[config.mk]
export PLATFORM = sky130hd
export DESIGN_NAME = stack_machine_execute_top
export DESIGN_NICKNAME = d
export VERILOG_FILES = /design/src/rtl/core/sme_pkg.sv /design/src/rtl/core/sme_front.sv /design/src/rtl/core/sme_div.sv /design/src/rtl/core/sme_back.sv /design/src/rtl/core/stack_machine_execute_top.sv
export SDC_FILE = /design/constraint.sdc
export NUM_CORES = 2
export LEC_CHECK = 0
export BUFFER_PORTS_ARGS = -buffer_cell sky130_fd_sc_hd__buf_4
export CAP_MARGIN = 15
export CORE_MARGIN = 5
export CORE_UTILIZATION = 30
export CTS_BUF_LIST = sky130_fd_sc_hd__clkbuf_2
export CTS_CLUSTER_DIAMETER = 150
export DETAILED_ROUTE_END_ITERATION = 16
export PLACE_DENSITY_LB_ADDON = 0.1
export SYNTH_ARGS = -nofsm -noshare
export SYNTH_HDL_FRONTEND = slang
export SYNTH_HIERARCHICAL = 1
export SYNTH_SLANG_ARGS = --single-unit
[constraint.sdc]
create_clock -name clock -period 9 [get_ports clock]
set_clock_uncertainty 0.05 [all_clocks]
set_input_delay 1.8 -clock clock [delete_from_list [all_inputs] [get_ports clock]]
set_output_delay 1.8 -clock clock [all_outputs]
set_load 0.005 [all_outputs]
[src/rtl/core/sme_pkg.sv]
// Shared types and constants for the stack machine execute block.
// Used by the front end, the back end, the divider and the top level.
// Depends on nothing.
package sme_pkg;

   // Stack and datapath sizes
   localparam int STACK_DEPTH = 64;
   localparam int DATA_WIDTH  = 32;
   localparam int ADDR_W      = (STACK_DEPTH > 2) ? $clog2(STACK_DEPTH) : 1;
   localparam int CNT_W       = $clog2(STACK_DEPTH + 1);
   localparam int DIV_CNT_W   = $clog2(DATA_WIDTH + 1);

   // Port field widths
   localparam int OPERATION_W = 3;
   localparam int IMMEDIATE_W = 32;
   localparam int PRINT_W     = 32;
   localparam int FAULT_W     = 2;

   // Raw operation codes on the request port
   localparam logic [OPERATION_W-1:0] OPCODE_HALT  = 3'd0;
   localparam logic [OPERATION_W-1:0] OPCODE_PUSH  = 3'd1;
   localparam logic [OPERATION_W-1:0] OPCODE_ADD   = 3'd2;
   localparam logic [OPERATION_W-1:0] OPCODE_PRINT = 3'd3;
   localparam logic [OPERATION_W-1:0] OPCODE_SUB   = 3'd4;
   localparam logic [OPERATION_W-1:0] OPCODE_MUL   = 3'd5;
   localparam logic [OPERATION_W-1:0] OPCODE_DIV   = 3'd6;

   typedef logic [DATA_WIDTH-1:0] data_type;

   // Decoded operation class
   typedef enum logic [2:0] {
      OPC_HALT,
      OPC_PUSH,
      OPC_ADD,
      OPC_PRINT,
      OPC_SUB,
      OPC_MUL,
      OPC_DIV,
      OPC_NOP
   } op_type;

   // Fault codes on the result port
   typedef enum logic [FAULT_W-1:0] {
      FAULT_NONE    = 2'd0,
      FAULT_UNDER   = 2'd1,
      FAULT_DIVZERO = 2'd2,
      FAULT_OVER    = 2'd3
   } fault_type;

   // Execute sequencer states
   typedef enum logic [1:0] {
      ST_IDLE,
      ST_EXEC,
      ST_DIV
   } state_type;

   // Classified request waiting for the back end
   typedef struct packed {
      op_type   op;
      logic     is_binary;
      data_type imm;
   } q_item_type;

   // Result waiting to be popped
   typedef struct packed {
      logic               print_valid;
      logic [PRINT_W-1:0] print_value;
      logic               halted;
      fault_type          fault;
   } rsp_item_type;

endpackage

[src/rtl/core/sme_front.sv]
// Front end: accepts requests, classifies the operation code and queues
// the classified request for the back end (two entries).
// Depends on sme_pkg.
module sme_front (
   input  logic                                     clock,
   input  logic                                     reset,
   input  logic                                     req_push,
   output logic                                     req_full,
   input  logic [sme_pkg::OPERATION_W-1:0]          req_operation,
   input  logic signed [sme_pkg::IMMEDIATE_W-1:0]   req_immediate,
   output logic                                     q_valid,
   output sme_pkg::q_item_type                      q_item,
   input  logic                                     q_take
);
   import sme_pkg::*;

   q_item_type q_buf_ff [2];
   logic       wr_ptr_ff, rd_ptr_ff;
   logic [1:0] cnt_ff, cnt_in;
   logic       accept;
   q_item_type item_in;

   // Classify the operation code
   always_comb begin
      item_in.imm       = DATA_WIDTH'(req_immediate);
      item_in.is_binary = 1'b0;
      unique case (req_operation)
         OPCODE_HALT:  item_in.op = OPC_HALT;
         OPCODE_PUSH:  item_in.op = OPC_PUSH;
         OPCODE_PRINT: item_in.op = OPC_PRINT;
         OPCODE_ADD: begin
            item_in.op        = OPC_ADD;
            item_in.is_binary = 1'b1;
         end
         OPCODE_SUB: begin
            item_in.op        = OPC_SUB;
            item_in.is_binary = 1'b1;
         end
         OPCODE_MUL: begin
            item_in.op        = OPC_MUL;
            item_in.is_binary = 1'b1;
         end
         OPCODE_DIV: begin
            item_in.op        = OPC_DIV;
            item_in.is_binary = 1'b1;
         end
         default:      item_in.op = OPC_NOP;
      endcase
   end

   assign req_full = (cnt_ff == 2'd2);
   assign accept   = req_push && !req_full;
   assign q_valid  = (cnt_ff != 2'd0);
   assign q_item   = q_buf_ff[rd_ptr_ff];

   always_comb begin
      cnt_in = cnt_ff;
      if (accept && !q_take) begin
         cnt_in = cnt_ff + 2'd1;
      end else if (!accept && q_take) begin
         cnt_in = cnt_ff - 2'd1;
      end
   end

   // Advance queue pointers and count
   always_ff @(posedge clock) begin
      if (reset) begin
         wr_ptr_ff <= 1'b0;
         rd_ptr_ff <= 1'b0;
         cnt_ff    <= 2'd0;
      end else begin
         cnt_ff <= cnt_in;
         if (accept) begin
            wr_ptr_ff <= ~wr_ptr_ff;
         end
         if (q_take) begin
            rd_ptr_ff <= ~rd_ptr_ff;
         end
      end
   end

   // Hold queued requests
   always_ff @(posedge clock) begin
      if (accept) begin
         q_buf_ff[wr_ptr_ff] <= item_in;
      end
   end

endmodule

[src/rtl/core/sme_div.sv]
// Iterative signed divider: one quotient bit per cycle, truncating
// toward zero, wrapping at DATA_WIDTH bits. Divisor must be nonzero.
// Depends on sme_pkg.
module sme_div (
   input  logic              clock,
   input  logic              reset,
   input  logic              start,
   input  sme_pkg::data_type dividend,
   input  sme_pkg::data_type divisor,
   output logic              done,
   output sme_pkg::data_type quotient
);
   import sme_pkg::*;

   logic                 busy_ff, done_ff;
   logic [DIV_CNT_W-1:0] steps_ff;
   logic [DATA_WIDTH:0]  rem_ff;
   data_type             quo_ff, den_ff;
   logic                 neg_ff;
   data_type             num_mag, den_mag;
   logic [DATA_WIDTH:0]  shifted;
   logic                 ge;

   // Take magnitudes of the operands
   assign num_mag = dividend[DATA_WIDTH-1] ? (~dividend + 1'b1) : dividend;
   assign den_mag = divisor[DATA_WIDTH-1] ? (~divisor + 1'b1) : divisor;

   // One restoring step
   assign shifted = {rem_ff[DATA_WIDTH-1:0], quo_ff[DATA_WIDTH-1]};
   assign ge      = (shifted >= {1'b0, den_ff});

   always_ff @(posedge clock) begin
      if (reset) begin
         busy_ff <= 1'b0;
         done_ff <= 1'b0;
      end else begin
         done_ff <= 1'b0;
         if (start) begin
            busy_ff <= 1'b1;
         end else if (busy_ff && steps_ff == DIV_CNT_W'(1)) begin
            busy_ff <= 1'b0;
            done_ff <= 1'b1;
         end
      end
   end

   // Load operands, then shift in one quotient bit a cycle
   always_ff @(posedge clock) begin
      if (start) begin
         quo_ff   <= num_mag;
         den_ff   <= den_mag;
         rem_ff   <= '0;
         neg_ff   <= dividend[DATA_WIDTH-1] ^ divisor[DATA_WIDTH-1];
         steps_ff <= DIV_CNT_W'(DATA_WIDTH);
      end else if (busy_ff) begin
         rem_ff   <= ge ? (shifted - {1'b0, den_ff}) : shifted;
         quo_ff   <= {quo_ff[DATA_WIDTH-2:0], ge};
         steps_ff <= steps_ff - DIV_CNT_W'(1);
      end
   end

   assign done     = done_ff;
   assign quotient = neg_ff ? (~quo_ff + 1'b1) : quo_ff;

endmodule

[src/rtl/core/sme_back.sv]
// Back end: operand stack memory, execute sequencer, divider and the
// result queue (two entries) that drives the response ports.
// Depends on sme_pkg and sme_div.
module sme_back (
   input  logic                          clock,
   input  logic                          reset,
   input  logic                          q_valid,
   input  sme_pkg::q_item_type           q_item,
   output logic                          q_take,
   output logic                          rsp_empty,
   input  logic                          rsp_pop,
   output logic                          rsp_print_valid,
   output logic signed [sme_pkg::PRINT_W-1:0] rsp_print_value,
   output logic                          rsp_halted,
   output logic [sme_pkg::FAULT_W-1:0]   rsp_fault
);
   import sme_pkg::*;

   data_type     stack_mem [STACK_DEPTH];
   data_type     top_rd_ff, sec_rd_ff;
   logic [CNT_W-1:0] stack_count_ff, count_in, cnt_m1, cnt_m2;
   logic         halt_ff, halt_in;
   q_item_type   cur_ff;
   state_type    state_ff, state_in;

   logic              mem_we;
   logic [ADDR_W-1:0] mem_waddr;
   data_type          mem_wdata;

   logic                      div_start, div_done;
   data_type                  div_quot;
   data_type                  prod;
   data_type                  alu_res;

   rsp_item_type rsp_buf_ff [2];
   logic         rsp_wr_ptr_ff, rsp_rd_ptr_ff;
   logic [1:0]   rsp_cnt_ff;
   logic         res_push, res_pop;
   rsp_item_type res_data, rsp_head;

   assign cnt_m1 = stack_count_ff - CNT_W'(1);
   assign cnt_m2 = stack_count_ff - CNT_W'(2);

   // Read top and second entries; data is ready in the execute cycle
   always_ff @(posedge clock) begin
      top_rd_ff <= stack_mem[cnt_m1[ADDR_W-1:0]];
      sec_rd_ff <= stack_mem[cnt_m2[ADDR_W-1:0]];
      if (mem_we) begin
         stack_mem[mem_waddr] <= mem_wdata;
      end
   end

   // Arithmetic on the two operands; the product keeps its low word
   assign prod = sec_rd_ff * top_rd_ff;
   always_comb begin
      case (cur_ff.op)
         OPC_SUB: alu_res = sec_rd_ff - top_rd_ff;
         OPC_MUL: alu_res = prod;
         default: alu_res = sec_rd_ff + top_rd_ff;
      endcase
   end

   sme_div u_div (
      .clock    (clock),
      .reset    (reset),
      .start    (div_start),
      .dividend (sec_rd_ff),
      .divisor  (top_rd_ff),
      .done     (div_done),
      .quotient (div_quot)
   );

   // Sequencer state
   always_ff @(posedge clock) begin
      if (reset) begin
         state_ff       <= ST_IDLE;
         stack_count_ff <= '0;
         halt_ff        <= 1'b0;
      end else begin
         state_ff       <= state_in;
         stack_count_ff <= count_in;
         halt_ff        <= halt_in;
      end
   end

   // Hold the request being executed
   always_ff @(posedge clock) begin
      if (q_take) begin
         cur_ff <= q_item;
      end
   end

   // Next state, stack updates and result
   always_comb begin
      state_in             = state_ff;
      count_in             = stack_count_ff;
      halt_in              = halt_ff;
      mem_we               = 1'b0;
      mem_waddr            = cnt_m2[ADDR_W-1:0];
      mem_wdata            = alu_res;
      div_start            = 1'b0;
      q_take               = 1'b0;
      res_push             = 1'b0;
      res_data.print_valid = 1'b0;
      res_data.print_value = '0;
      res_data.halted      = halt_ff;
      res_data.fault       = FAULT_NONE;
      unique case (state_ff)
         ST_IDLE: begin
            if (q_valid && rsp_cnt_ff != 2'd2) begin
               q_take   = 1'b1;
               state_in = ST_EXEC;
            end
         end
         ST_EXEC: begin
            state_in = ST_IDLE;
            res_push = 1'b1;
            if (halt_ff) begin
               // drop: everything after halt is ignored
            end else if (cur_ff.is_binary && stack_count_ff < CNT_W'(2)) begin
               res_data.fault = FAULT_UNDER;
            end else begin
               unique case (cur_ff.op) inside
                  OPC_HALT: begin
                     halt_in         = 1'b1;
                     res_data.halted = 1'b1;
                  end
                  OPC_PUSH: begin
                     if (stack_count_ff == CNT_W'(STACK_DEPTH)) begin
                        res_data.fault = FAULT_OVER;
                     end else begin
                        mem_we    = 1'b1;
                        mem_waddr = stack_count_ff[ADDR_W-1:0];
                        mem_wdata = cur_ff.imm;
                        count_in  = stack_count_ff + CNT_W'(1);
                     end
                  end
                  OPC_PRINT: begin
                     if (stack_count_ff != '0) begin
                        res_data.print_valid = 1'b1;
                        res_data.print_value = PRINT_W'(top_rd_ff);
                     end
                  end
                  OPC_ADD, OPC_SUB, OPC_MUL: begin
                     mem_we   = 1'b1;
                     count_in = cnt_m1;
                  end
                  OPC_DIV: begin
                     if (top_rd_ff == '0) begin
                        res_data.fault = FAULT_DIVZERO;
                     end else begin
                        res_push  = 1'b0;
                        div_start = 1'b1;
                        state_in  = ST_DIV;
                     end
                  end
                  OPC_NOP: begin
                  end
                  default: begin
                  end
               endcase
            end
         end
         ST_DIV: begin
            if (div_done) begin
               mem_we    = 1'b1;
               mem_wdata = div_quot;
               count_in  = cnt_m1;
               res_push  = 1'b1;
               state_in  = ST_IDLE;
            end
         end
         default: state_in = ST_IDLE;
      endcase
   end

   // Result queue
   assign rsp_empty = (rsp_cnt_ff == 2'd0);
   assign res_pop   = rsp_pop && !rsp_empty;
   assign rsp_head  = rsp_buf_ff[rsp_rd_ptr_ff];

   always_ff @(posedge clock) begin
      if (reset) begin
         rsp_wr_ptr_ff <= 1'b0;
         rsp_rd_ptr_ff <= 1'b0;
         rsp_cnt_ff    <= 2'd0;
      end else begin
         if (res_push) begin
            rsp_wr_ptr_ff <= ~rsp_wr_ptr_ff;
         end
         if (res_pop) begin
            rsp_rd_ptr_ff <= ~rsp_rd_ptr_ff;
         end
         if (res_push && !res_pop) begin
            rsp_cnt_ff <= rsp_cnt_ff + 2'd1;
         end else if (!res_push && res_pop) begin
            rsp_cnt_ff <= rsp_cnt_ff - 2'd1;
         end
      end
   end

   always_ff @(posedge clock) begin
      if (res_push) begin
         rsp_buf_ff[rsp_wr_ptr_ff] <= res_data;
      end
   end

   assign rsp_print_valid = rsp_head.print_valid;
   assign rsp_print_value = rsp_head.print_value;
   assign rsp_halted      = rsp_head.halted;
   assign rsp_fault       = rsp_head.fault;

   // Checks
   a_halt_sticky: assert property (@(posedge clock) disable iff (reset)
      halt_ff |=> halt_ff)
      else $error("halt flag cleared without reset");

   a_halt_frozen: assert property (@(posedge clock) disable iff (reset)
      halt_ff |=> $stable(stack_count_ff))
      else $error("stack changed after halt");

   a_rsp_room: assert property (@(posedge clock) disable iff (reset)
      res_push |-> rsp_cnt_ff != 2'd2)
      else $error("result written into a full result queue");

   a_div_wait: assert property (@(posedge clock) disable iff (reset)
      div_start |=> state_ff == ST_DIV)
      else $error("divider started outside the divide wait");

   a_count_bound: assert property (@(posedge clock) disable iff (reset)
      stack_count_ff <= CNT_W'(STACK_DEPTH))
      else $error("stack count beyond depth");

endmodule

[src/rtl/core/stack_machine_execute_top.sv]
// Top level of the stack machine execute block.
// Instantiates sme_front and sme_back; depends on sme_pkg.
//
// Each request carries one instruction and gives exactly one response, in
// order. In the back end a request first reads the top two stack entries
// from the operand stack memory (registered read), then executes and writes
// back. Divide then waits for the divider, which produces one quotient bit
// per cycle. Up to two requests queue ahead of the back end and up to two
// responses wait to be popped. After halt every request answers with only
// halted set until reset. Stack memory contents need no clearing after
// reset, so requests are accepted from the first cycle.
module stack_machine_execute_top (
   input  logic                                   clock,
   input  logic                                   reset,
   input  logic                                   req_push,
   output logic                                   req_full,
   input  logic [sme_pkg::OPERATION_W-1:0]        req_operation,
   input  logic signed [sme_pkg::IMMEDIATE_W-1:0] req_immediate,
   output logic                                   rsp_empty,
   input  logic                                   rsp_pop,
   output logic                                   rsp_print_valid,
   output logic signed [sme_pkg::PRINT_W-1:0]     rsp_print_value,
   output logic                                   rsp_halted,
   output logic [sme_pkg::FAULT_W-1:0]            rsp_fault
);
   import sme_pkg::*;

   logic       q_valid, q_take;
   q_item_type q_item;

   sme_front u_front (
      .clock         (clock),
      .reset         (reset),
      .req_push      (req_push),
      .req_full      (req_full),
      .req_operation (req_operation),
      .req_immediate (req_immediate),
      .q_valid       (q_valid),
      .q_item        (q_item),
      .q_take        (q_take)
   );

   sme_back u_back (
      .clock           (clock),
      .reset           (reset),
      .q_valid         (q_valid),
      .q_item          (q_item),
      .q_take          (q_take),
      .rsp_empty       (rsp_empty),
      .rsp_pop         (rsp_pop),
      .rsp_print_valid (rsp_print_valid),
      .rsp_print_value (rsp_print_value),
      .rsp_halted      (rsp_halted),
      .rsp_fault       (rsp_fault)
   );

endmodule

# Yosys cells after proc, flatten, opt, wreduce, memory -nomap -nowiden

Memories as Yosys holds them, arrays and structs flattened. A register that Yosys moved wholly into a read port is not among the register bits.
Index checks and enable logic that the tools add are counted.

Muxes and demuxes: 78
Reduce and logical (&&, ||, !) cells: 32
Bitwise gates (word level): 8
Multiply operators: 1
Equal/unequal tests: 24
Add/subtract/negate cells: 14
$lt $le $gt $ge: 2

Operators with widths:

| operator                                            | count |
|---|---|
| two-way mux 32 bit                                  | 10 |
| case mux 32 bit (2 select lines)                    | 2 |
| adder 32 x 1 -> 32 bit, second input constant       | 3 |
| NOT 32 bit                                          | 3 |
| two-way mux 36 bit                                  | 2 |
| two-way mux 33 bit                                  | 2 |
| subtractor 32 bit                                   | 2 |
| two-way mux 34 bit                                  | 1 |
| greater-or-equal comparator 33 x 32 -> 1 bit        | 1 |
| adder 32 bit                                        | 1 |
| zero test 32 bit                                    | 1 |
| multiplier 32 x 32 -> 32 bit                        | 1 |
| two-way mux 31 bit                                  | 1 |
| two-way mux 1 bit                                   | 30 |
| two-way mux 6 bit                                   | 5 |
| two-way mux 7 bit                                   | 4 |
| case mux 7 bit (2 select lines)                     | 2 |
| two-way mux 2 bit                                   | 13 |
| case mux 3 bit (7 select lines)                     | 1 |
| equality test 3 bit, second input constant          | 6 |
| equality test 3 x 2 -> 1 bit, second input constant | 4 |
| nonzero test 2 bit                                  | 6 |
| logical AND 1 bit                                   | 9 |
| != test 2 bit, second input constant                | 4 |
| 29 further kinds                                    | 45 |

Word-level logic and storage cells: 179
Input port bits: 39
Bits in writable memories: 2192
Memories: 3
Register bits: 123
Output and inout port bits: 38

Memories:

| memory            | words | bits a word | read ports | clocked after Yosys merged registers in | write ports | RTL line        | source |
|---|---|---|---|---|---|---|---|
| u_back.stack_mem  | 64    | 32          | 2          | 2                                       | 1           | sme_back.sv:19  | `data_type stack_mem [STACK_DEPTH];` |
| u_back.rsp_buf_ff | 2     | 36          | 1          | 1                                       | 1           | sme_back.sv:35  | `rsp_item_type rsp_buf_ff [2];` |
| u_front.q_buf_ff  | 2     | 36          | 1          | 1                                       | 1           | sme_front.sv:17 | `q_item_type q_buf_ff [2];` |

# Logic depth before layout (Yosys ltp)

Depth after elaboration: 10
Mapped depth: 27
Depth with buffers taken out: 24

# Hierarchy

The synthesis kept the hierarchy.

By module, submodules not included:

| module    | cells an instance | area an instance (um^2) | seq. area each (um^2) | instances |
|---|---|---|---|---|
| sme_back  | 6546              | 119074.2                | 66323.6               | 1 |
| sme_div   | 940               | 7953.9                  | 2752.6                | 1 |
| sme_front | 142               | 2839.0                  | 2262.2                | 1 |

# Worst setup path before layout

OpenSTA, ideal clock, no wires.

Path type: flip-flop to flip-flop
Start: register u_back.top_rd_ff[6] (read register of u_back.stack_mem)
End: memory u_back/stack_mem[0][22] (netlist name), data pin
Setup slack: -648 ps
Path buffers: 3
Setup time: 702 ps
Arrival time: 8896 ps
Data required time: 8248 ps
Cell stages (with the launch flop): 25
Period minus slack after synthesis: 9648 ps
Cell sequence: dfxtp_1 clkbuf_1 clkbuf_1 and2_1 fa_1 fa_1 fa_1 inv_1 fa_1 inv_1 fa_1 inv_1 fa_1 inv_1 fa_1 fa_1 ha_1 clkbuf_1 a21oi_1 o21bai_1 a221o_1 a31o_2 xor2_1 mux2i_1 o21ai_0

Word-level cells in the longest chain between the ends: 7
Elaborated cells between the ends (all ways): 10
Those cells by class: 2 x add/sub; 1 x mul; 7 x mux

Ends and longest elaborated chain:

| element                                                    | RTL line        | source |
|---|---|---|
| from (decl)                                                | sme_back.sv:20  | `data_type top_rd_ff, sec_rd_ff;` |
| multiplier 32 x 32 -> 32 bit, or another cell as far along | sme_back.sv:54  | `assign prod = sec_rd_ff * top_rd_ff;` |
| case mux 32 bit (2 select lines) *                         | sme_back.sv:56  | `case (cur_ff.op)` |
| two-way mux 32 bit                                         | sme_back.sv:129 | `if (stack_count_ff == CNT_W'(STACK_DEPTH)) begin` |
| two-way mux 32 bit                                         | sme_back.sv:123 | `unique case (cur_ff.op) inside` |
| two-way mux 32 bit                                         | sme_back.sv:120 | `end else if (cur_ff.is_binary && stack_count_ff < CNT_W'(2)) begin` |
| two-way mux 32 bit                                         | sme_back.sv:118 | `if (halt_ff) begin` |
| case mux 32 bit (2 select lines) *                         | sme_back.sv:108 | `unique case (state_ff)` |
| named net u_back.mem_wdata[22]                             | sme_back.sv:28  | `data_type mem_wdata;` |
| to (decl)                                                  | sme_back.sv:19  |  |

Mark *: on every way through the listed nets, which the timed path passes. The rest lies on a longest branch.

# Worst setup path after layout

Start: register u_back.sec_rd_ff[11] (read register of u_back.stack_mem)
End: memory u_back/stack_mem[47][30] (netlist name), data pin

Word-level cells in the longest chain between the ends: 7
Elaborated cells between the ends (all ways): 10
Those cells by class: 2 x add/sub; 1 x mul; 7 x mux

Ends and longest elaborated chain:

| element                                                    | RTL line |
|---|---|
| from (decl)                                                | sme_back.sv:20 |
| multiplier 32 x 32 -> 32 bit, or another cell as far along | sme_back.sv:54 |
| case mux 32 bit (2 select lines) *                         | sme_back.sv:56 |
| two-way mux 32 bit                                         | sme_back.sv:129 |
| two-way mux 32 bit                                         | sme_back.sv:123 |
| two-way mux 32 bit                                         | sme_back.sv:120 |
| two-way mux 32 bit                                         | sme_back.sv:118 |
| case mux 32 bit (2 select lines) *                         | sme_back.sv:108 |
| named net u_back.mem_wdata[30]                             | sme_back.sv:28 |

Marked as above.

==> metrics.cfg <==
[cts]
tritoncts=built
path_clk_slew_ns=0.11
cts_buffers=684
cts_sinks=2417
htreeDepth=6
clk_latency_ns=2.24
cts_buffer_depth=4
post_cts_buffers=0
ctsRootBufferMaster=clkbuf_2

[yosys]
netlist.area_leader.share_pct=53.0
synth_simple_gate_area_share_pct=5.19
syn_area_mm2=0.130
synth_edf_count=2293
syn-num-nets=8281
synthFlopType=edfxtp_1
synthDistinctLibCells=89
avgSynthCellArea_um2=17.0
synthTopCellsByArea=edfxtp_1 53%, mux4_2 23%, fa_1 6.3%, ha_1 2.0%, dfxtp_1 1.9%
synth.most_common_cell=edfxtp_1
muxShareOfSynthArea_pct=23.7
synth_top_family_by_area=multiplexers
ys_top_cells_by_count=2,293 x edfxtp_1, 1,327 x mux4_2, 460 x inv_1
yosysTopAreaCell=edfxtp_1
synth_compound_area_share_pct=3.04
synth_xor_area_share_pct=1.82
synth_seq_cells=2417
synth-async-reset-ratio_pct=0
postSynthCellCount=7628
yosys_warnings=6
yosysSeqAreaShare_pct=54.9
synthAdderAreaFrac_pct=8.29

[floorplan]
die_y_um=668
die_w_um=668
dieArea_mm2=0.446
coreArea_mm2=0.431
num_rows=241
ioPinCount=77
start_util_pct=30.1

[route]
vias=78800
wl_per_cell_um=33.1
drcViolationCount=0
drt-total-wl_um=480000
ant_nets=0
drtIter0Drc=7032
dr.pass1.iters=5
viasPerCell=5.44

[sta]
period_share_pct=96.5
final_max_slew_viol_count=0
tightest_slew_ns=1.23
min_period_ns=8.69
hold_violations=0
fin_ws_ns=0.311
setup_violations=0
slew_headroom_pct=17.9
max_freq_mhz=115

[global_route]
grtUsageTotal_pct=21.2
grt_pass1_vias=82200
antenna_found_initial=45
grt_pass1_wl_um=664000
gr-total-overflow=0
grt_max_degree=103

[outcome]
status=completed

[hold_path]
min_path_type=flop to flop

[placed_design]
dp_hpwl_um=307000
place_inst=13200
io_buffer_count=76
globalplace.congestion=0.839
dpl_worst_slack_ns=0.292

[layout]
drive_gt1_share_pct=35.2
nets=8883
layout.cells.non_filler=14500
syn_to_final_growth_pct=12.7

[setup_path]
worstPathArrival_ns=10.38
end_kind=flop
critPathLaunchType=flop
cp.required_ns=10.69
worstSetupPathType=flop to flop
crit_fanout=64

[run]
max-cap-violations=0

[final timing paths]
path,endpoint,slack [ns],cells after the start,start
worst max-delay path,u_back/stack_mem[47][30],0.31,21,u_back/sec_rd_ff[11]
worst min-delay path,u_back/cur_ff[18],0.35,1,u_front/q_buf_ff[0][18]
worst min register to register,u_back/cur_ff[18],0.35,1,u_front/q_buf_ff[0][18]
worst max register to register,u_back/stack_mem[47][30],0.31,21,u_back/sec_rd_ff[11]
[critical path, cell delays in order, from the launching register on]
cell and delay, ns:
dfxtp_1 0.79, buf_4 0.40, nand2_1 0.12, fa_1 0.43
inv_1 0.07, fa_1 0.43, fa_1 0.52, inv_1 0.06
fa_1 0.47, inv_1 0.05, fa_1 0.48, fa_1 0.57
fa_1 0.45, fa_1 0.45, ha_1 0.35, inv_1 0.13
o21bai_1 0.12, a221o_1 0.31, a31o_2 0.27, o221ai_1 0.47
mux2i_1 0.27, a211o_2 0.81
[metal layers]
layer	part of all wire, %	GRT usage [%]
met4	2.4	5.12
met1	43	29.3
met3	6.2	3.49
met5	0.036	0
met2	48	34.9
[registers in the layout, indices dropped and copies added (netlist names), 2 cells and up, named ones only]
name,flops
u_back/stack_mem,2048
u_back/rsp_buf_ff,72
u_back/u_div/rem_ff,32
u_front/q_buf_ff,72
u_back/u_div/den_ff,32
u_back/state_ff,2
u_back/cur_ff,36
u_back/u_div/steps_ff,6
u_front/cnt_ff,2
u_back/stack_count_ff,7
u_back/rsp_cnt_ff,2
u_back/u_div/quo_ff,32
u_back/top_rd_ff,32
u_back/sec_rd_ff,32
[layout by cell type (no fill, tap or decap), drive strengths merged, types with 36 or more instances in the layout]
| cell | netlist | routed |
|---|---|---|
| a21o | 38 | 38 |
| a21oi | 147 | 147 |
| and2 | 349 | 349 |
| buf | 176 | 398 |
| clkbuf | 344 | 1019 |
| clkinv | 1 | 160 |
| dfxtp | 124 | 124 |
| dlygate4sd3 | 0 | 38 |
| edfxtp | 2293 | 2293 |
| fa | 410 | 410 |
| ha | 204 | 204 |
| inv | 460 | 486 |
| mux2 | 75 | 75 |
| mux4 | 1327 | 1327 |
| nand2 | 459 | 459 |
| nand3 | 36 | 36 |
| nor2 | 233 | 233 |
| nor3 | 46 | 46 |
| o21ai | 132 | 132 |
| o31ai | 41 | 41 |
| xnor2 | 175 | 175 |
| xor2 | 93 | 93 |
[stage by stage]
step | setup TNS, ns | hold slack (ns) | area, um2 | util, %
after floorplan | 0 | 0.393 | 130000 | -
final | 0 | 0.354 | 146000 | 33.9
after global routing | -0.00207 | 0.116 | 146000 | 33.9
after global placement | 0 | 0.417 | 139000 | 32.4
after detailed placement | 0 | 0.420 | 140000 | 32.4
after CTS | 0 | 0.0111 | 146000 | 33.9
[final cells by class]
cell class	count	area, um2
antenna	12	30.0
clock inverter	204	1280
fill	41700	285000
sequential	2417	71400
inverter	461	1730
tap	5710	7140
clock buffer	1019	5100
multi-input combinational	4230	55700
timing repair buffer	436	4000
[cell families (layout without fill, tap and decap cells)]
| group | after synthesis | after routing |
|---|---|---|
| xor gates and xnor gates | 269 | 269 |
| adders and majority gates | 614 | 614 |
| AOI/OAI and AO/OA | 595 | 595 |
| muxes | 1409 | 1409 |
| DFF | 2417 | 2417 |
| and+or+nand+nor | 1343 | 1343 |
| buffers and inverters | 981 | 2120 |
| other | 0 | 12 |
[timing repair]
| item | CTS | global route |
|---|---|---|
| endpoints found under the setup margin | 0 | 115 |
| hold buffers | 38 | 0 |
| resized for setup | 0 | 3 |
| endpoints found under the hold margin | 93 | 0 |
Power is not shown: default switching activity piles up to over one toggle a cycle in this logic, so the estimate is an artifact.
